[src/hw/rtl/lba_pkg.sv]
// Shared constants, codes and types of the linked block allocator.
package lba_pkg;

  // Pool and file table sizes
  localparam int BLOCKS  = 64;
  localparam int FILES   = 16;
  localparam int BLOCK_W = $clog2(BLOCKS);
  localparam int CNT_W   = BLOCK_W + 1;
  localparam int FILE_W  = (FILES > 1) ? $clog2(FILES) : 1;
  localparam int FCNT_W  = FILE_W + 1;

  // Fixed port widths
  localparam int SIZE_W     = 7;
  localparam int SLOT_W     = 4;
  localparam int STATUS_W   = 2;
  localparam int BLKO_W     = 6;
  localparam int CFG_IDX_W  = 2;
  localparam int CFG_DATA_W = 16;

  // Probe LFSR
  localparam int                LFSR_W    = 16;
  localparam logic [LFSR_W-1:0] LFSR_MASK = 16'hB400;

  // Next-block table entries
  localparam int                LINK_W    = 8;
  localparam logic [LINK_W-1:0] LINK_FREE = 8'hFF;
  localparam logic [LINK_W-1:0] LINK_END  = 8'hFE;

  // Item functions
  localparam logic FUNC_CREATE = 1'b0;
  localparam logic FUNC_WALK   = 1'b1;

  // Result status codes
  localparam logic [STATUS_W-1:0] ST_OK         = 2'd0;
  localparam logic [STATUS_W-1:0] ST_TABLE_FULL = 2'd1;
  localparam logic [STATUS_W-1:0] ST_NO_SPACE   = 2'd2;
  localparam logic [STATUS_W-1:0] ST_NO_FILE    = 2'd3;

  // Configuration register indexes
  localparam logic [CFG_IDX_W-1:0] CFG_TOTAL = 2'd0;
  localparam logic [CFG_IDX_W-1:0] CFG_SEED  = 2'd1;

  typedef struct packed {
    logic start;
    logic load;
  } probe_ctl_t;

  typedef struct packed {
    logic                en;
    logic [BLOCK_W-1:0]  addr;
    logic [LINK_W-1:0]   data;
  } link_wr_t;

  typedef struct packed {
    logic [STATUS_W-1:0] status;
    logic [BLKO_W-1:0]   block;
    logic [SLOT_W-1:0]   slot;
    logic                last;
  } result_t;

endpackage

[src/hw/rtl/lba_link_mem.sv]
// Next-block table: synchronous memory with per-entry valid bits.
module lba_link_mem import lba_pkg::*; (
  input  logic               clk,
  input  logic               rst,
  input  logic               clear,
  input  link_wr_t           wr,
  input  logic [BLOCK_W-1:0] rd_addr,
  output logic [LINK_W-1:0]  rd_data
);

  logic [LINK_W-1:0] mem [BLOCKS];
  logic [BLOCKS-1:0] valid;
  logic [LINK_W-1:0] data_q;
  logic              valid_q;

  always_ff @(posedge clk) begin
    if (wr.en) begin
      mem[wr.addr] <= wr.data;
    end
    data_q <= mem[rd_addr];
  end

  // An entry never written since the last clear reads as free.
  always_ff @(posedge clk) begin
    if (rst || clear) begin
      valid   <= '0;
      valid_q <= 1'b0;
    end else begin
      if (wr.en) begin
        valid[wr.addr] <= 1'b1;
      end
      valid_q <= valid[rd_addr];
    end
  end

  assign rd_data = valid_q ? data_q : LINK_FREE;

endmodule

[src/hw/rtl/lba_probe.sv]
// Probe source: Galois LFSR and an iterative modulo unit over the pool size.
module lba_probe import lba_pkg::*; (
  input  logic               clk,
  input  logic               rst,
  input  probe_ctl_t         ctl,
  input  logic [LFSR_W-1:0]  seed,
  input  logic [CNT_W-1:0]   pool_n,
  output logic               done,
  output logic [BLOCK_W-1:0] idx
);

  localparam int DIGIT_W = 4;
  localparam int STEPS   = LFSR_W / DIGIT_W;
  localparam int STEP_W  = (STEPS > 1) ? $clog2(STEPS) : 1;

  logic [LFSR_W-1:0]  lfsr;
  logic [LFSR_W-1:0]  lfsr_next;
  logic [LFSR_W-1:0]  sh;
  logic [BLOCK_W-1:0] rem;
  logic [BLOCK_W-1:0] rem_next;
  logic [STEP_W-1:0]  step;
  logic               busy;

  // One restoring step: the partial remainder stays below twice the divisor.
  function automatic logic [BLOCK_W-1:0] mod_step(input logic [BLOCK_W-1:0] r,
                                                  input logic b,
                                                  input logic [CNT_W-1:0] n);
    logic [CNT_W-1:0] t;
    t = {r, b};
    if (t >= n) begin
      t = t - n;
    end
    return t[BLOCK_W-1:0];
  endfunction

  assign lfsr_next = {1'b0, lfsr[LFSR_W-1:1]} ^ (lfsr[0] ? LFSR_MASK : '0);

  always_comb begin
    rem_next = rem;
    for (int j = 0; j < DIGIT_W; j++) begin
      rem_next = mod_step(rem_next, sh[LFSR_W-1-j], pool_n);
    end
  end

  always_ff @(posedge clk) begin
    if (rst) begin
      lfsr <= LFSR_W'(1);
      busy <= 1'b0;
      done <= 1'b0;
      step <= '0;
    end else begin
      done <= 1'b0;
      if (ctl.load) begin
        lfsr <= (seed == '0) ? LFSR_W'(1) : seed;
      end else if (ctl.start) begin
        lfsr <= lfsr_next;
        sh   <= lfsr_next;
        rem  <= '0;
        step <= '0;
        busy <= 1'b1;
      end else if (busy) begin
        sh   <= sh << DIGIT_W;
        rem  <= rem_next;
        step <= step + STEP_W'(1);
        if (step == STEP_W'(STEPS - 1)) begin
          busy <= 1'b0;
          done <= 1'b1;
        end
      end
    end
  end

  assign idx = rem;

  assert property (@(posedge clk) disable iff (rst) done |-> (CNT_W'(idx) < pool_n))
    else $error("probe index outside the pool");
  assert property (@(posedge clk) disable iff (rst) ctl.start |-> !busy)
    else $error("probe started while a modulo is in flight");
  assert property (@(posedge clk) disable iff (rst) done |-> !busy)
    else $error("probe done while still busy");

endmodule

[src/hw/rtl/linked_block_allocator_top.sv]
// Top level of the linked block allocator: control sequencer, file table, result register.
//
// Items enter on item_valid/item_stall with func, file_size and file_slot; a
// transaction completes at an edge with item_valid high and item_stall low.
// Results leave on result_valid/result_stall with status, block, slot_out, last.
// A create gives one result; a walk gives one result per chained block, last
// marking the final one. Registers are written on cfg_valid/cfg_ready by index:
// 0 total_blocks (pool rebuilt: all free, no files), 1 probe_seed (LFSR reload).
// Flow control: item_stall is high from acceptance until the item's final result
// sits in the output register, and while a register write is offered.
// Each create probe runs a 16-bit LFSR value through a 4-bit-per-cycle modulo
// unit and one read of the next-block memory; a probe that hits a taken block
// is repeated. A walk runs through one memory read, one decode and one handoff
// to the output register for each listed block.
// A stalled receiver holds the output register; the sequencer waits before
// handing over the next result, and a new item is taken while the final one
// still waits. Reset frees the whole pool at once through valid bits, sets a
// pool of 64 blocks with no files and loads the LFSR with 1.
module linked_block_allocator_top import lba_pkg::*; (
  input  logic                  clk,
  input  logic                  rst,
  input  logic                  item_valid,
  output logic                  item_stall,
  input  logic                  func,
  input  logic [SIZE_W-1:0]     file_size,
  input  logic [SLOT_W-1:0]     file_slot,
  output logic                  result_valid,
  input  logic                  result_stall,
  output logic [STATUS_W-1:0]   status,
  output logic [BLKO_W-1:0]     block,
  output logic [SLOT_W-1:0]     slot_out,
  output logic                  last,
  input  logic                  cfg_valid,
  output logic                  cfg_ready,
  input  logic [CFG_IDX_W-1:0]  cfg_index,
  input  logic [CFG_DATA_W-1:0] cfg_data
);

  localparam int SLOT_CMP_W = SLOT_W + 1;

  localparam logic [2:0] S_IDLE  = 3'd0;
  localparam logic [2:0] S_PROBE = 3'd1;
  localparam logic [2:0] S_CHECK = 3'd2;
  localparam logic [2:0] S_LINK  = 3'd3;
  localparam logic [2:0] S_ADV   = 3'd4;
  localparam logic [2:0] S_WREAD = 3'd5;
  localparam logic [2:0] S_WCHK  = 3'd6;
  localparam logic [2:0] S_SEND  = 3'd7;

  logic [2:0]         state;
  logic [2:0]         state_next;
  logic [CNT_W-1:0]   pool_n;
  logic [CNT_W-1:0]   free_count;
  logic [FCNT_W-1:0]  file_count;
  logic [CNT_W-1:0]   size_q;
  logic [SLOT_W-1:0]  slot_q;
  logic [CNT_W-1:0]   placed;
  logic [BLOCK_W-1:0] cur_b;
  logic [BLOCK_W-1:0] prev_b;
  logic [BLOCK_W-1:0] first_b;
  logic [BLOCK_W-1:0] walk_k;
  result_t            res;
  result_t            out_res;

  // Start block of each file; only slots below file_count are ever used.
  // The file length is never read back, so it is not kept.
  logic [BLOCK_W-1:0] file_start [FILES];

  logic               item_acc;
  logic               cfg_acc;
  logic               out_free;
  logic               table_full;
  logic               no_space;
  logic               no_file;
  logic               link_free;
  logic               walk_end;
  logic               create_done;
  probe_ctl_t         probe_ctl;
  logic               probe_done;
  logic [BLOCK_W-1:0] probe_idx;
  link_wr_t           link_wr;
  logic [BLOCK_W-1:0] rd_addr;
  logic [LINK_W-1:0]  link_q;
  logic               pool_clear;

  // Clamp a requested pool size into 1..BLOCKS.
  function automatic logic [CNT_W-1:0] pool_size(input logic [SIZE_W-1:0] v);
    if (v == '0) begin
      return CNT_W'(1);
    end
    if (v > SIZE_W'(BLOCKS)) begin
      return CNT_W'(BLOCKS);
    end
    return v[CNT_W-1:0];
  endfunction

  // Hold items off while a register write is offered, so the two never meet.
  assign item_stall = (state != S_IDLE) || cfg_valid;
  assign cfg_ready  = (state == S_IDLE);
  assign item_acc   = item_valid && !item_stall;
  assign cfg_acc    = cfg_valid && cfg_ready;
  assign out_free   = !result_valid || !result_stall;

  // Checks made before any table change
  assign table_full = (file_count >= FCNT_W'(FILES));
  assign no_space   = (file_size == '0) || (file_size > SIZE_W'(free_count));
  assign no_file    = (SLOT_CMP_W'(file_slot) >= SLOT_CMP_W'(file_count));

  assign link_free   = (link_q == LINK_FREE);
  assign walk_end    = (link_q >= LINK_W'(BLOCKS)) || (walk_k == BLOCK_W'(BLOCKS - 1));
  assign create_done = (placed == size_q);

  assign pool_clear = cfg_acc && (cfg_index == CFG_TOTAL);

  always_comb begin
    probe_ctl.load  = cfg_acc && (cfg_index == CFG_SEED);
    probe_ctl.start = 1'b0;
    link_wr.en      = 1'b0;
    link_wr.addr    = cur_b;
    link_wr.data    = LINK_END;
    state_next      = state;
    case (state)
      S_IDLE: begin
        if (item_acc) begin
          if (func == FUNC_CREATE) begin
            if (table_full || no_space) begin
              state_next = S_SEND;
            end else begin
              probe_ctl.start = 1'b1;
              state_next      = S_PROBE;
            end
          end else begin
            state_next = no_file ? S_SEND : S_WREAD;
          end
        end
      end
      S_PROBE: begin
        if (probe_done) begin
          state_next = S_CHECK;
        end
      end
      S_CHECK: begin
        if (link_free) begin
          // Mark the block taken; it is relinked later if another follows.
          link_wr.en = 1'b1;
          state_next = (placed == '0) ? S_ADV : S_LINK;
        end else begin
          probe_ctl.start = 1'b1;
          state_next      = S_PROBE;
        end
      end
      S_LINK: begin
        link_wr.en   = 1'b1;
        link_wr.addr = prev_b;
        link_wr.data = LINK_W'(cur_b);
        state_next   = S_ADV;
      end
      S_ADV: begin
        if (create_done) begin
          state_next = S_SEND;
        end else begin
          probe_ctl.start = 1'b1;
          state_next      = S_PROBE;
        end
      end
      S_WREAD: begin
        state_next = S_WCHK;
      end
      S_WCHK: begin
        state_next = S_SEND;
      end
      S_SEND: begin
        if (out_free) begin
          state_next = res.last ? S_IDLE : S_WREAD;
        end
      end
      default: begin
        state_next = S_IDLE;
      end
    endcase
  end

  // Present the probed index straight from the modulo unit; otherwise the current block.
  assign rd_addr = (state == S_PROBE) ? probe_idx : cur_b;

  lba_probe u_probe (
    .clk    (clk),
    .rst    (rst),
    .ctl    (probe_ctl),
    .seed   (cfg_data[LFSR_W-1:0]),
    .pool_n (pool_n),
    .done   (probe_done),
    .idx    (probe_idx)
  );

  // Accesses are strictly sequenced: every write lands before the next read of
  // the table, so no forwarding is needed.
  lba_link_mem u_link_mem (
    .clk     (clk),
    .rst     (rst),
    .clear   (pool_clear),
    .wr      (link_wr),
    .rd_addr (rd_addr),
    .rd_data (link_q)
  );

  always_ff @(posedge clk) begin
    if (rst) begin
      state        <= S_IDLE;
      pool_n       <= CNT_W'(BLOCKS);
      free_count   <= CNT_W'(BLOCKS);
      file_count   <= '0;
      result_valid <= 1'b0;
    end else begin
      state <= state_next;

      // Drop the result once taken; load the next one when the register is free.
      if (result_valid && !result_stall) begin
        result_valid <= 1'b0;
      end
      if ((state == S_SEND) && out_free) begin
        result_valid <= 1'b1;
        out_res      <= res;
      end

      if (pool_clear) begin
        pool_n     <= pool_size(cfg_data[SIZE_W-1:0]);
        free_count <= pool_size(cfg_data[SIZE_W-1:0]);
        file_count <= '0;
      end

      case (state)
        S_IDLE: begin
          if (item_acc) begin
            slot_q <= file_slot;
            size_q <= CNT_W'(file_size);
            placed <= '0;
            walk_k <= '0;
            cur_b  <= file_start[file_slot[FILE_W-1:0]];
            if (func == FUNC_CREATE) begin
              res <= '{status: table_full ? ST_TABLE_FULL : ST_NO_SPACE,
                       block: '0, slot: '0, last: 1'b1};
            end else begin
              res <= '{status: ST_NO_FILE, block: '0, slot: file_slot, last: 1'b1};
            end
          end
        end
        S_PROBE: begin
          if (probe_done) begin
            cur_b <= probe_idx;
          end
        end
        S_CHECK: begin
          if (link_free) begin
            placed <= placed + CNT_W'(1);
            if (placed == '0) begin
              first_b <= cur_b;
            end
          end
        end
        S_ADV: begin
          prev_b <= cur_b;
          if (create_done) begin
            file_count <= file_count + FCNT_W'(1);
            free_count <= free_count - placed;
            res <= '{status: ST_OK, block: BLKO_W'(first_b),
                     slot: SLOT_W'(file_count), last: 1'b1};
          end
        end
        S_WCHK: begin
          res    <= '{status: ST_OK, block: BLKO_W'(cur_b), slot: slot_q, last: walk_end};
          cur_b  <= link_q[BLOCK_W-1:0];
          walk_k <= walk_k + BLOCK_W'(1);
        end
        default: begin
        end
      endcase
    end
  end

  always_ff @(posedge clk) begin
    if ((state == S_ADV) && create_done) begin
      file_start[file_count[FILE_W-1:0]] <= first_b;
    end
  end

  assign status   = out_res.status;
  assign block    = out_res.block;
  assign slot_out = out_res.slot;
  assign last     = out_res.last;

  assert property (@(posedge clk) disable iff (rst) free_count <= pool_n)
    else $error("free count exceeds pool size");
  assert property (@(posedge clk) disable iff (rst) file_count <= FCNT_W'(FILES))
    else $error("file count exceeds file table");
  assert property (@(posedge clk) disable iff (rst)
                   (state == S_CHECK) |-> (CNT_W'(cur_b) < pool_n))
    else $error("probed block outside the pool");
  assert property (@(posedge clk) disable iff (rst)
                   ((state == S_SEND) && out_free) |=> result_valid)
    else $error("result handed over but not presented");

endmodule

[config.mk]
export PLATFORM = sky130hd
export DESIGN_NAME = linked_block_allocator_top
export DESIGN_NICKNAME = d
export VERILOG_FILES = /design/src/hw/rtl/lba_pkg.sv /design/src/hw/rtl/lba_link_mem.sv /design/src/hw/rtl/lba_probe.sv /design/src/hw/rtl/linked_block_allocator_top.sv
export SDC_FILE = /design/constraint.sdc
export NUM_CORES = 1
export LEC_CHECK = 0
export BUFFER_PORTS_ARGS = -buffer_cell sky130_fd_sc_hd__buf_4
export CAP_MARGIN = 25
export CORE_MARGIN = 5
export CORE_UTILIZATION = 30
export DETAILED_ROUTE_END_ITERATION = 10
export GPL_TIMING_DRIVEN = 1
export PLACE_DENSITY = 0.52
export RECOVER_POWER = 25
export SYNTH_ARGS = -nofsm -noshare
export SYNTH_HDL_FRONTEND = slang
export SYNTH_HIERARCHICAL = 1
export SYNTH_SLANG_ARGS = --single-unit
[constraint.sdc]
create_clock -name clk -period 6.2 [get_ports clk]
set_clock_uncertainty 0.05 [all_clocks]
set_input_delay 0.93 -clock clk [delete_from_list [all_inputs] [get_ports clk]]
set_output_delay 0.93 -clock clk [all_outputs]
set_load 0.02 [all_outputs]
==> After elaboration in Yosys (flattened, before gate mapping) <==
Memory sizes are Yosys's and may differ from the RTL's. A register that Yosys moved wholly into a read port is not among the register bits.
Index checks and enable logic that the tools add are counted.
{ "totals": {"register_bits": 198, "latchBits": 0, "mem_bits_rw": 608, "rom_bits": 0, "in_bits": 35, "out_inout_bits": 16, "elab_cells": 195, "n_memories": 2} }
{ "memory_table": {"columns": ["name", "words", "word_bits", "read_ports", "rd_ports_with_merged_regs", "write_ports", "line_no", "rtl"], "rows": [
  ["u_link_mem.mem", 64, 8, 1, 1, 1, "lba_link_mem.sv:11", "logic [LINK_W-1:0] mem [BLOCKS];"],
  ["file_start", 16, 6, 1, 0, 1, "linked_block_allocator_top.sv:67", "logic [BLOCK_W-1:0] file_start [FILES];"]
]} }
{ "classes": {"add_sub_neg": 9, "multipliers": 0, "div_mod_pow": 0, "n_lt_le_gt_ge": 12, "n_eq_ne": 17, "n_shift": 0, "n_mux": 79, "bitwise_logic": 5, "n_reduce_logical": 43} }
{ "op_table": {"columns": ["cell", "n"], "rows": [
  ["$mux 16", 6],
  ["$or 64x64->64", 1],
  ["$mux 7", 9],
  ["$mux 6", 9],
  ["$mux 13", 3],
  ["$pmux 13 s3", 1],
  ["$ge 7x7->1", 4],
  ["$mux 3", 9],
  ["$mux 1", 25],
  ["$pmux 3 s8", 1],
  ["$sub 6x6->6", 4],
  ["$logic_not 7->1", 3],
  ["$pmux 6 s3", 1],
  ["$logic_not 16->1", 1],
  ["$reduce_and 4->1", 4],
  ["$xor 15x16->16", 1],
  ["$mux 5", 3],
  ["$lt 6x7->1 const B", 2],
  ["$mux 14", 1],
  ["$pmux 7 s2", 1],
  ["$eq 3x3->1 const B", 4],
  ["$pmux 6 s2", 1],
  ["$reduce_and 3->1", 4],
  ["$reduce_bool 2->1", 5],
  ["other kinds (35)", 62]
]} }

==> Longest topological paths before layout <==
Gate-level depths: netlist of the first run.
{ "depth": {"word_depth": 13, "depth_mapped": 29, "mapped_depth_nobuf": 28} }

==> Modules after synthesis <==
Netlist of the first run, hierarchy kept.
{ "by_module_without_submodules": {"columns": ["mod", "n_inst", "cells_each", "area_each_um2", "seq_area_each_um2"], "rows": [
  ["lba_link_mem", 1, 1204, 22759.3, 16836.1],
  ["linked_block_allocator_top", 1, 592, 8454.4, 5385.2],
  ["lba_probe", 1, 361, 3116.7, 1061.0]
]} }

==> Worst setup path after synthesis of the first run <==
Ideal clock, no wire load.
{ "synth_path": {"kind": "register -> register", "from": "register u_probe.rem[1], in the netlist u_probe/idx[1]", "to": "register u_probe.rem[1], in the netlist u_probe/idx[1] (data pin)", "setup_time_ns": 0.256, "t_arrival_ns": 6.076, "required_ns": 5.894, "slack_ns": -0.182, "path_stages_with_launch": 26, "n_path_buf": 1, "period_less_slack_ns": 6.382, "path_cell_list": "edfxtp_1 ha_1 a21o_1 a31oi_1 o21bai_2 o21ai_0 o21a_1 ha_1 a21o_1 a211o_1 a41oi_2 or2_1 buf_2 mux2_2 ha_1 a21o_1 a31oi_1 o21a_1 mux2i_1 ha_1 nor2b_4 o31a_1 o21a_1 o41a_1 or3_1 o211a_1"} }
{ "synth_via": {"elab_chain_len": 9, "word_cells_on_any_way": 13, "cone_classes": "4 x add/sub; 4 x order compare; 5 x mux"} }
{ "synth_rtl": {"columns": ["element", "line_no", "rtl"], "rows": [
  ["start, declared", "lba_probe.sv:19", "logic [BLOCK_W-1:0] rem;"],
  ["start signal, assigned", "lba_probe.sv:63", "rem <= rem_next;"],
  ["$sub 6x6->6 or $ge 7x7->1 (tied branches)", "lba_probe.sv:31, lba_probe.sv:30", null],
  ["$mux 6 *", "lba_probe.sv:30", "if (t >= n) begin"],
  ["$sub 6x6->6 or $ge 7x7->1 (tied branches)", "lba_probe.sv:31, lba_probe.sv:30", null],
  ["$mux 6 *", "lba_probe.sv:30", null],
  ["$ge 7x7->1 or $sub 6x6->6 (tied branches)", "lba_probe.sv:30, lba_probe.sv:31", null],
  ["$mux 6 *", "lba_probe.sv:30", null],
  ["$sub 6x6->6 or $ge 7x7->1 (tied branches)", "lba_probe.sv:31, lba_probe.sv:30", null],
  ["$mux 6 *", "lba_probe.sv:30", null],
  ["$mux 6 *", "lba_probe.sv:61", "end else if (busy) begin"]
]} }
Every way passes the cells marked *; elsewhere a longest branch is shown, timed or not. The select of a mux whose other input is x is not followed.
A chain may end at the register's enable or synchronous reset.

==> Worst setup path in the final report of the first run <==
{ "layout_path": {"from": "register u_probe.sh[15]", "to": "register u_probe.rem[1], in the netlist u_probe/idx[1] (data pin)"} }
{ "layout_via": {"elab_chain_len": 9, "word_cells_on_any_way": 13, "cone_classes": "4 x add/sub; 4 x order compare; 5 x mux"} }
{ "layout_rtl": {"columns": ["element", "line_no", "rtl"], "rows": [
  ["start, declared", "lba_probe.sv:18", "logic [LFSR_W-1:0] sh;"],
  ["start signal, assigned", "lba_probe.sv:57", "sh <= lfsr_next;"],
  ["start signal, assigned", "lba_probe.sv:62", "sh <= sh << DIGIT_W;"],
  ["$sub 6x6->6 or $ge 7x7->1 (tied branches)", "lba_probe.sv:31, lba_probe.sv:30", null],
  ["$mux 6 *", "lba_probe.sv:30", null],
  ["$sub 6x6->6 or $ge 7x7->1 (tied branches)", "lba_probe.sv:31, lba_probe.sv:30", null],
  ["$mux 6 *", "lba_probe.sv:30", null],
  ["$ge 7x7->1 or $sub 6x6->6 (tied branches)", "lba_probe.sv:30, lba_probe.sv:31", null],
  ["$mux 6 *", "lba_probe.sv:30", null],
  ["$sub 6x6->6 or $ge 7x7->1 (tied branches)", "lba_probe.sv:31, lba_probe.sv:30", null],
  ["$mux 6 *", "lba_probe.sv:30", null],
  ["$mux 6 *", "lba_probe.sv:61", null]
]} }
Marked as above.

==> impl_metrics.yaml, run 1 <==
status:
  status: "finished with violations"
  violations: "capacitance limit, slew limit"
power:
  sw_frac_of_total_pct: 35.28
  p_seq_share_pct: 31.6
  clockPowerShare_pct: 24.1
  switching_power_w: 0.007344
  leakagePower_nw: 13.41
  irDropWorstVdd_uv: 622.4
  comb_power_share_pct: 44.3
  internal-power_w: 0.01347
  powerDensity_nw_per_um2: 522.6
global_routing:
  grt-ovfl-total: 0
  grtUsageTotal_pct: 13.69
  grt_antenna_before_repair: 0
  grt_pass1_vias: 19830
  grt_pass1_wl_mm: 127.1
  grt_start_max_net_pins: 105
logic_synthesis:
  postSynth.asyncResetShare_pct: 0
  synth_seq_area_share_pct: 67.82
  synthesis.nets: 2250
  syn_area_um2: 34330
  synth_cell_types: 85
  ys_warn_count: 6
  netlist_top_cells_count: "edfxtp_1, nor2_1, mux4_2"
  avgSynthCellArea_um2: 15.92
  synth_edf_count: 698
  synth_flop_cell: "edfxtp_1"
  yosysTopAreaCell: "edfxtp_1"
  syn_inst: 2157
  synthTopCellsByArea: "edfxtp_1, mux4_2, dfxtp_1, mux2i_1, ha_1"
  yosysMostFrequentCell: "edfxtp_1"
  ys_ff_latch: 814
  yosysTopAreaCellShare_pct: 61.05
detailed_routing:
  wl_met3_mm: 4.366
  wl_per_cell_um: 21.86
  viasPerCell: 5.012
  dr_wl_met2_mm: 40.71
  wl_met1_mm: 37.59
  antenna_left: 0
  top_layer_used: "met4"
  wl_mm: 84.65
  drtIter0Drc: 1729
  drt-pass1-iter-count: 5
  num_vias: 19410
  drc: 0
die:
  pin_count: 51
  core_area_um2: 114000
  die_h_um: 348.3
  rows: 124
  start_util_pct: 30.11
  die_area_um2: 121300
  die_x_um: 348.3
clock_tree:
  clkTransAtPathRegs_ns: 0.06
  cts_tree: "built"
  cts_hold_buf: 0
  worstSkewPairLatency_ns: 0.65
  ctsRootBufferMaster: "clkbuf_16"
  cts.path.max_buffers: 3
  h-tree-depth: 3
  cts.sinks: 814
  numCtsBuffers: 86
finish:
  drive_gt1_share_pct: 19.85
  nets: 2379
  regArea_um2: 23280
  multi_input_area_um2: 10500
  nFillCells: 10860
  final_cell_area_um2: 39830
  syn_to_final_growth_pct: 16.01
placed_design:
  hpwlAfterDp_mm: 54.65
  place.gp.congestion: 0.8409
  place_area_um2: 36750
  io_buffers: 50
critical_path:
  cp_max_fo: 4
  startpoint_type: "flip-flop"
  r2r-end: "u_probe/idx[1]"
  reg2reg_slack_ns: 0.05
  cpMaxStageDelayCell: "fa_1"
  path_cells: "inv_1 > ha_1 > fa_1 > o21ai_1 > a21oi_1 > xnor2_1 > mux2_4 > ha_4 > a211o_1 > a41oi_2 > or2_4 > mux2_4 > ha_4 > buf_4 > a31oi_2 > o21a_2 > mux2i_2 > ha_1 > nor2b_4 > o31a_1 > o21a_1 > o41a_1 > or3_1 > o211a_1"
  endpoint_kind: "flip-flop"
  critPathArrivalTime_ns: 6.50
  ff2ff_path_depth: 24
  reg2reg_from: "u_probe/sh[15]"
  path_class: "flip-flop to flip-flop"
  critPathMaxStageDelay_ns: 0.41
  worstPathRequired_ns: 6.55
sta:
  fmax_ghz: 0.1626
  drv_slew: 278
  relSlewSlack_pct: -126.4
  hold_violations: 0
  rsz0062_at_grt: "true"
  worst_pin_slew_ns: 3.396
  setup_viol: 0
  period_minus_slack_ns: 6.148
  holdWs_ns: 0.3683
  period_share_pct: 99.17
flow_run:
  max-cap-violations: 6
hold_path:
  hp-class: "flip-flop to flip-flop"
  hold_depth: 0
  min_to: "block[2]"
  min_from: "res[7]"
[metrics by stage]
stage	setup slack (ns)	power (W)	std cells	setup TNS, ns	utilization, %
after detailed placement	-0.1682	0.01493	3679	-0.8851	32.22
final	0.05157	0.02081	3872	0	34.92
after floorplan	0.02823	0.01234	2157	0	-
after global routing	-0.1969	0.02199	3870	-0.8581	34.92
after CTS	0.004451	0.02013	3842	0	34.69
after global placement	0.008747	0.01463	3667	0	32.08
[how the worst max path moves through the flow]
stage	from	to	slack, ns	cells past startpoint
4_1_cts	pool_n[6]	u_probe/idx[3]	0.004	29
6_report	u_probe/sh[15]	u_probe/idx[1]	0.05	24
3_5_place_dp	pool_n[6]	u_probe/idx[3]	-0.17	26
5_1_grt	u_probe/idx[1]	u_probe/idx[1]	-0.20	23
2_1_floorplan	pool_n[1]	u_probe/idx[1]	0.03	26
3_3_place_gp	pool_n[6]	u_probe/idx[1]	0.009	25
[flip-flops by register name, summed over array words and instances (netlist names), 8 cells and up]
name,cells
u_link_mem/data_q,8
u_link_mem/mem,512
u_probe/lfsr,16
res,13
u_probe/sh,16
u_link_mem/valid,64
file_start,96
[cells in the final DEF (no fill, tap or decap), types with 14 or more instances in the layout]
master / instances
nand3_1: 23
nand2b_1: 29
a21oi_1: 71
nand3b_1: 15
o21ai_0: 38
nor2_1: 147
o22ai_1: 16
mux2_2: 30
nand4_1: 16
mux2i_1: 88
nor2b_1: 23
a211oi_1: 22
edfxtp_1: 698
nor3_1: 18
ha_1: 43
inv_1: 54
nand2_1: 92
a22oi_1: 32
mux4_2: 127
o21a_1: 78
xnor2_1: 23
clkinv_2: 14
clkbuf_1: 58
dfxtp_1: 115
clkbuf_16: 87
buf_4: 100
[logic make-up after synthesis]
kind of cell	after synthesis	share of synthesized area (%)
compound gates	377	7.679
xor+xnor	30	0.7654
fa+ha+maj	58	2.223
buf+inv	170	2.373
flops	814	67.82
mux	258	12.61
simple gates	450	6.527
[what timing repair did]
| item | 4_1_cts | 5_1_grt |
|---|---|---|
| resized for setup | 6 | 41 |
| endpoints found under the hold margin | 0 | 0 |
| pin swaps | 2 | 25 |
| endpoints found under the setup margin | 6 | 6 |
| setup buffers | 3 | 12 |
[layer usage]
layer | GRT usage (%) | vias to the layer above
li1 | - | 8745
met1 | 18.72 | 10040
met2 | 22.44 | 497
met3 | 2.567 | 121
met4 | 3.818 | 0
met5 | 0 | -
[final cells by class]
class,count,share of cell area [%]
diodes,2,0.01257
clock buffers,115,5.831
clock inverters,45,1.112
inverters,56,0.5278
multi-input cells,1173,26.37
flip-flops and latches,814,58.46
well taps,1512,4.750
repair buffers,155,2.931
[worst max-delay path: cells and delay by family (launching register included)]
| family | cells | cell delay (ns) |
|---|---|---|
| xor+xnor | 1 | 0.15 |
| mux | 3 | 0.85 |
| compound gates | 10 | 2.22 |
| flops | 1 | 0.32 |
| buf+inv | 2 | 0.22 |
| simple gates | 3 | 0.70 |
| fa+ha+maj | 5 | 1.38 |
[power groups by stage]
stage,Clock (W),Combinational (W),Sequential (W)
after global placement,0,0.00795,0.00668
after global routing,0.00540,0.00999,0.00661
after CTS,0.00515,0.00841,0.00657
after detailed placement,0,0.00825,0.00668
final,0.00501,0.00922,0.00658
after floorplan,0,0.00571,0.00663
No activity file was read; power rests on OpenSTA's default activity.
==> run 2: changes to the inputs <==
--- a/config.mk
+++ b/config.mk
@@ -13,6 +13,7 @@
 export GPL_TIMING_DRIVEN = 1
 export PLACE_DENSITY = 0.52
 export RECOVER_POWER = 25
+export REMOVE_ABC_BUFFERS = 1
 export SYNTH_ARGS = -nofsm -noshare
 export SYNTH_HDL_FRONTEND = slang
 export SYNTH_HIERARCHICAL = 1
==> impl_metrics.yaml, run 2 (synthesis results as in run 1) <==
status:
  status: "finished with violations"
  violations: "capacitance limit, slew limit"
detailed_routing:
  dr_wl_met2_mm: 40.94
  top_layer_used: "met4"
  drtIter0Drc: 1468
  drt-pass1-iter-count: 5
  antenna_left: 0
  drc: 0
  wl_per_cell_um: 22.27
  wl_mm: 86.30
  wl_met3_mm: 4.956
  wl_met1_mm: 38.40
  viasPerCell: 5.072
  num_vias: 19660
sta:
  hold_violations: 0
  setup_viol: 0
  holdWs_ns: 0.3704
  worst_pin_slew_ns: 3.392
  drv_slew: 190
  setup_ws_ns: 0.1460
  relSlewSlack_pct: -126.1
  fmax_ghz: 0.1652
  period_minus_slack_ns: 6.054
  period_share_pct: 97.64
die:
  die_x_um: 348.3
  pin_count: 51
  core_area_um2: 114000
  die_area_um2: 121300
  rows: 124
  start_util_pct: 30.11
  die_h_um: 348.3
critical_path:
  path_class: "flip-flop to flip-flop"
  r2r-end: "u_probe/idx[1]"
  worstPathRequired_ns: 6.53
  ff2ff_path_depth: 22
  critPathArrivalTime_ns: 6.39
  reg2reg_from: "u_probe/idx[3]"
  reg2reg_slack_ns: 0.15
  startpoint_type: "flip-flop"
  cp_max_fo: 7
  endpoint_kind: "flip-flop"
finish:
  layout_common_cells: "edfxtp_1, nor2_1, mux4_2, buf_4, dfxtp_1"
  nets: 2385
  drive_gt1_share_pct: 20.54
  final_core_util_pct: 34.90
  syn_to_final_growth_pct: 15.93
  largest_reg_flops: 512
  largest_register: "u_link_mem/mem"
  final_common_cell: "edfxtp_1"
power:
  irDropWorstVdd_uv: 771.3
  leakagePower_nw: 13.41
  switching_power_w: 0.007566
  comb_power_share_pct: 45.7
  powerDensity_nw_per_um2: 531.8
  clockPowerShare_pct: 23.1
  p_seq_share_pct: 31.2
  internal-power_w: 0.01360
  sw_frac_of_total_pct: 35.75
flow_run:
  max-cap-violations: 5
placed_design:
  io_buffers: 50
  place.gp.congestion: 0.8280
  hpwlAfterDp_mm: 55.70
  place_ws_ns: -0.3551
clock_tree:
  cts_hold_buf: 0
  ctsRootBufferMaster: "clkbuf_16"
  cts.path.max_buffers: 3
  numCtsBuffers: 81
  clkTransAtPathRegs_ns: 0.07
  h-tree-depth: 3
  cts.sinks: 814
  worstSkewPairLatency_ns: 0.64
  cts_tree: "built"
hold_path:
  hold_depth: 0
  hp-class: "flip-flop to flip-flop"
  min_from: "res[4]"
  min_to: "slot_out[3]"
global_routing:
  grt_pass1_wl_mm: 128.4
  grt_antenna_before_repair: 0
  grt-ovfl-total: 0
  grt_pass1_vias: 20030
  grt_start_max_net_pins: 105
  grtUsageTotal_pct: 13.80
[run 2: per-stage QoR]
stage | total power (W) | cells | TNS [ns] | area [um2]
final | 0.02117 | 3875 | 0 | 39800
after CTS | 0.02016 | 3844 | 0 | 39490
after floorplan | 0.01245 | 2043 | -3.459 | 33730
after global routing | 0.02228 | 3873 | -0.4208 | 39800
after global placement | 0.01473 | 3678 | -0.05405 | 36610
after detailed placement | 0.01505 | 3689 | -1.157 | 36730
[run 2: timing repair]
action	in CTS	in global routing
buffers inserted	3	13
resized for setup	14	43
pin swaps	4	23
gates cloned	0	0
endpoints found under the setup margin	6	6
[run 2: worst max-delay path by stage]
stage | slack, ns | start | cells after the start | endpoint
detailed placement | -0.36 | u_probe/idx[1] | 27 | u_probe/idx[3]
floorplan | -0.53 | state[0] | 8 | u_link_mem/valid_q
global route | -0.1 | u_probe/sh[15] | 28 | u_probe/idx[3]
global placement | -0.03 | u_probe/idx[1] | 24 | u_probe/idx[1]
CTS | 0.003 | u_probe/sh[15] | 27 | u_probe/idx[3]
finish | 0.15 | u_probe/idx[3] | 22 | u_probe/idx[1]
[run 2: metal layers]
metal | vias to the layer above | global-route usage, %
li1 | 8744 | -
met1 | 10210 | 19.05
met2 | 553 | 22.43
met3 | 146 | 2.706
met4 | 0 | 3.660
met5 | - | 0
[run 2: power groups by stage]
| stage | clock network, W | registers, W | logic (W) |
|---|---|---|---|
| after floorplan | 0 | 0.00665 | 0.00580 |
| after global placement | 0 | 0.00670 | 0.00802 |
| after detailed placement | 0 | 0.00671 | 0.00834 |
| after CTS | 0.00501 | 0.00660 | 0.00855 |
| after global routing | 0.00524 | 0.00663 | 0.0104 |
| final | 0.00489 | 0.00660 | 0.00967 |
[run 2: final cells by class]
type | instances | area, um2
Inverter | 56 | 210.2
Clock inverter | 31 | 297.8
Tap cell | 1512 | 1892
Multi-Input combinational cell | 1173 | 10550
Clock buffer | 121 | 2352
Antenna cell | 2 | 5.005
Sequential cell | 814 | 23290
Fill cell | 10810 | 74230
Timing Repair Buffer | 166 | 1210
[run 2: worst max-delay path, stage by stage (launching register included)]
cell and delay, ns:
edfxtp_1 0.45, ha_4 0.32, nand4_1 0.13, o21bai_4 0.32
buf_6 0.14, mux2_4 0.31, ha_4 0.23, a211o_1 0.30
a41oi_2 0.19, or2_1 0.16, mux2_4 0.32, ha_4 0.22
a21o_1 0.20, a31oi_4 0.16, o21a_1 0.22, mux2i_2 0.27
ha_1 0.28, nor2b_4 0.13, o31a_1 0.29, o21a_1 0.20
o41a_1 0.43, or3_1 0.32, o211a_1 0.14
==> run 3: changes to the inputs <==
--- a/config.mk
+++ b/config.mk
@@ -5,9 +5,9 @@
 export SDC_FILE = /design/constraint.sdc
 export NUM_CORES = 1
 export LEC_CHECK = 0
-export BUFFER_PORTS_ARGS = -buffer_cell sky130_fd_sc_hd__buf_4
+export BUFFER_PORTS_ARGS = -buffer_cell sky130_fd_sc_hd__buf_2
 export CAP_MARGIN = 25
-export CORE_MARGIN = 5
+export CORE_MARGIN = 3
 export CORE_UTILIZATION = 30
 export DETAILED_ROUTE_END_ITERATION = 10
 export GPL_TIMING_DRIVEN = 1
==> impl_metrics.yaml, run 3 (synthesis results as in run 1) <==
critical_path:
  critical_path.top_delay_family: "compound AO/OA/AOI/OAI gates"
  endpoint_kind: "flip-flop"
  reg2reg_from: "u_probe/idx[1]"
  path_class: "flip-flop to flip-flop"
  critPathArrivalTime_ns: 6.37
  startpoint_type: "flip-flop"
  cp_max_fo: 7
  crit_path_start: "u_probe/idx[1]"
  critPathMaxStageDelay_ns: 0.45
  crit_buf_inv: 1
  cpMaxStageDelayCell: "edfxtp_1"
  worstPathRequired_ns: 6.53
finish:
  drive_gt1_share_pct: 20.42
  layout_common_cells: "edfxtp_1, nor2_1, mux4_2, dfxtp_1, nand2_1"
  largest_reg_flops: 512
  final_core_util_pct: 35.30
  stdcell_count: 3861
  final_common_cell: "edfxtp_1"
  nets: 2385
  syn_to_final_growth_pct: 16.15
  largest_register: "u_link_mem/mem"
  diodes: 0
sta:
  drv_slew: 195
  setup_viol: 0
  worst_pin_slew_ns: 3.368
  period_minus_slack_ns: 6.034
  fmax_ghz: 0.1657
  relSlewSlack_pct: -124.5
  rsz0062_at_grt: "true"
  hold_violations: 0
  period_share_pct: 97.32
hold_path:
  hp-class: "flip-flop to flip-flop"
  min_from: "res[10]"
detailed_routing:
  drtIter0Drc: 1669
  wl_mm: 85.50
  wl_per_cell_um: 22.15
  antenna_left: 0
  num_vias: 19620
  viasPerCell: 5.081
  drt-pass1-iter-count: 5
  drc: 0
die:
  pin_count: 51
  core_area_um2: 113000
  die_area_um2: 118500
  die_x_um: 344.3
  start_util_pct: 30.39
  rows: 123
  die_h_um: 344.3
clock_tree:
  cts_hold_buf: 0
  cts_tree: "built"
  worstSkewPairLatency_ns: 0.64
  clkTransAtPathRegs_ns: 0.06
  ctsRootBufferMaster: "clkbuf_16"
  cts.sinks: 814
  h-tree-depth: 3
  cts.path.max_buffers: 3
  numCtsBuffers: 84
global_routing:
  grt_pass1_wl_mm: 127.7
  grt-ovfl-total: 0
  grtUsageTotal_pct: 14.20
  grt_pass1_vias: 19700
  grt_antenna_before_repair: 0
  grt_start_max_net_pins: 81
status:
  status: "finished with violations"
  violations: "capacitance limit, slew limit"
power:
  powerDensity_nw_per_um2: 526.2
  leakagePower_nw: 13.45
  irDropWorstVdd_uv: 679.5
placed_design:
  io_buffers: 50
  place.gp.congestion: 0.8399
  dpl.cell_count: 3676
  hpwlAfterDp_mm: 55.26
flow_run:
  max-cap-violations: 5
-- run 3: path summary, 6_finish.rpt --
| path | to | slack (ns) | cells past startpoint |
|---|---|---|---|
| min | block[5] | 0.37 | 0 |
| max reg2reg | u_probe/idx[1] | 0.17 | 25 |
| max | u_probe/idx[1] | 0.17 | 25 |
| min reg2reg | block[5] | 0.37 | 0 |
-- run 3: timing repair --
action	4_1_cts	5_1_grt
endpoints found under the setup margin	6	6
pin swaps	2	29
buffers inserted	1	13
cloned	0	0
resized for setup	7	56
-- run 3: area by class of cell --
class / instances / area [um2]
clock buffers: 111 / 2327
clock inverters: 44 / 447.9
fillers: 10710 / 73090
inverters: 56 / 210.2
multi-input cells: 1173 / 10580
flip-flops and latches: 814 / 23280
well taps: 1500 / 1877
repair buffers: 163 / 1154
-- run 3: power by group --
group / leakage (nW) / switching [W] / internal [W]
Sequential: 7.60 / 0.000174 / 0.00642
Clock: 1.37 / 0.00211 / 0.00299
Combinational: 4.49 / 0.00506 / 0.00423
-- run 3: through the flow --
stage | cell area, um2 | setup WS (ns) | TNS (ns) | power (W) | hold WS, ns
5_1_grt | 39870 | -0.1215 | -0.3346 | 0.02213 | 0.3724
6_report | 39870 | 0.1660 | 0 | 0.02098 | 0.3677
3_5_place_dp | 36600 | -0.1974 | -0.8219 | 0.01493 | 0.3545
3_3_place_gp | 36480 | -0.05306 | -0.1697 | 0.01466 | 0.3581
4_1_cts | 39400 | 0.01528 | 0 | 0.02019 | 0.3669
2_1_floorplan | 33730 | -0.5275 | -3.459 | 0.01245 | 0.3503
-- run 3: metal layers --
metal | share of wire (%) | track usage (%)
met1 | 46 | 20.32
met2 | 46 | 22.42
met3 | 5.5 | 2.539
met4 | 2.1 | 3.457
met5 | 0 | 0
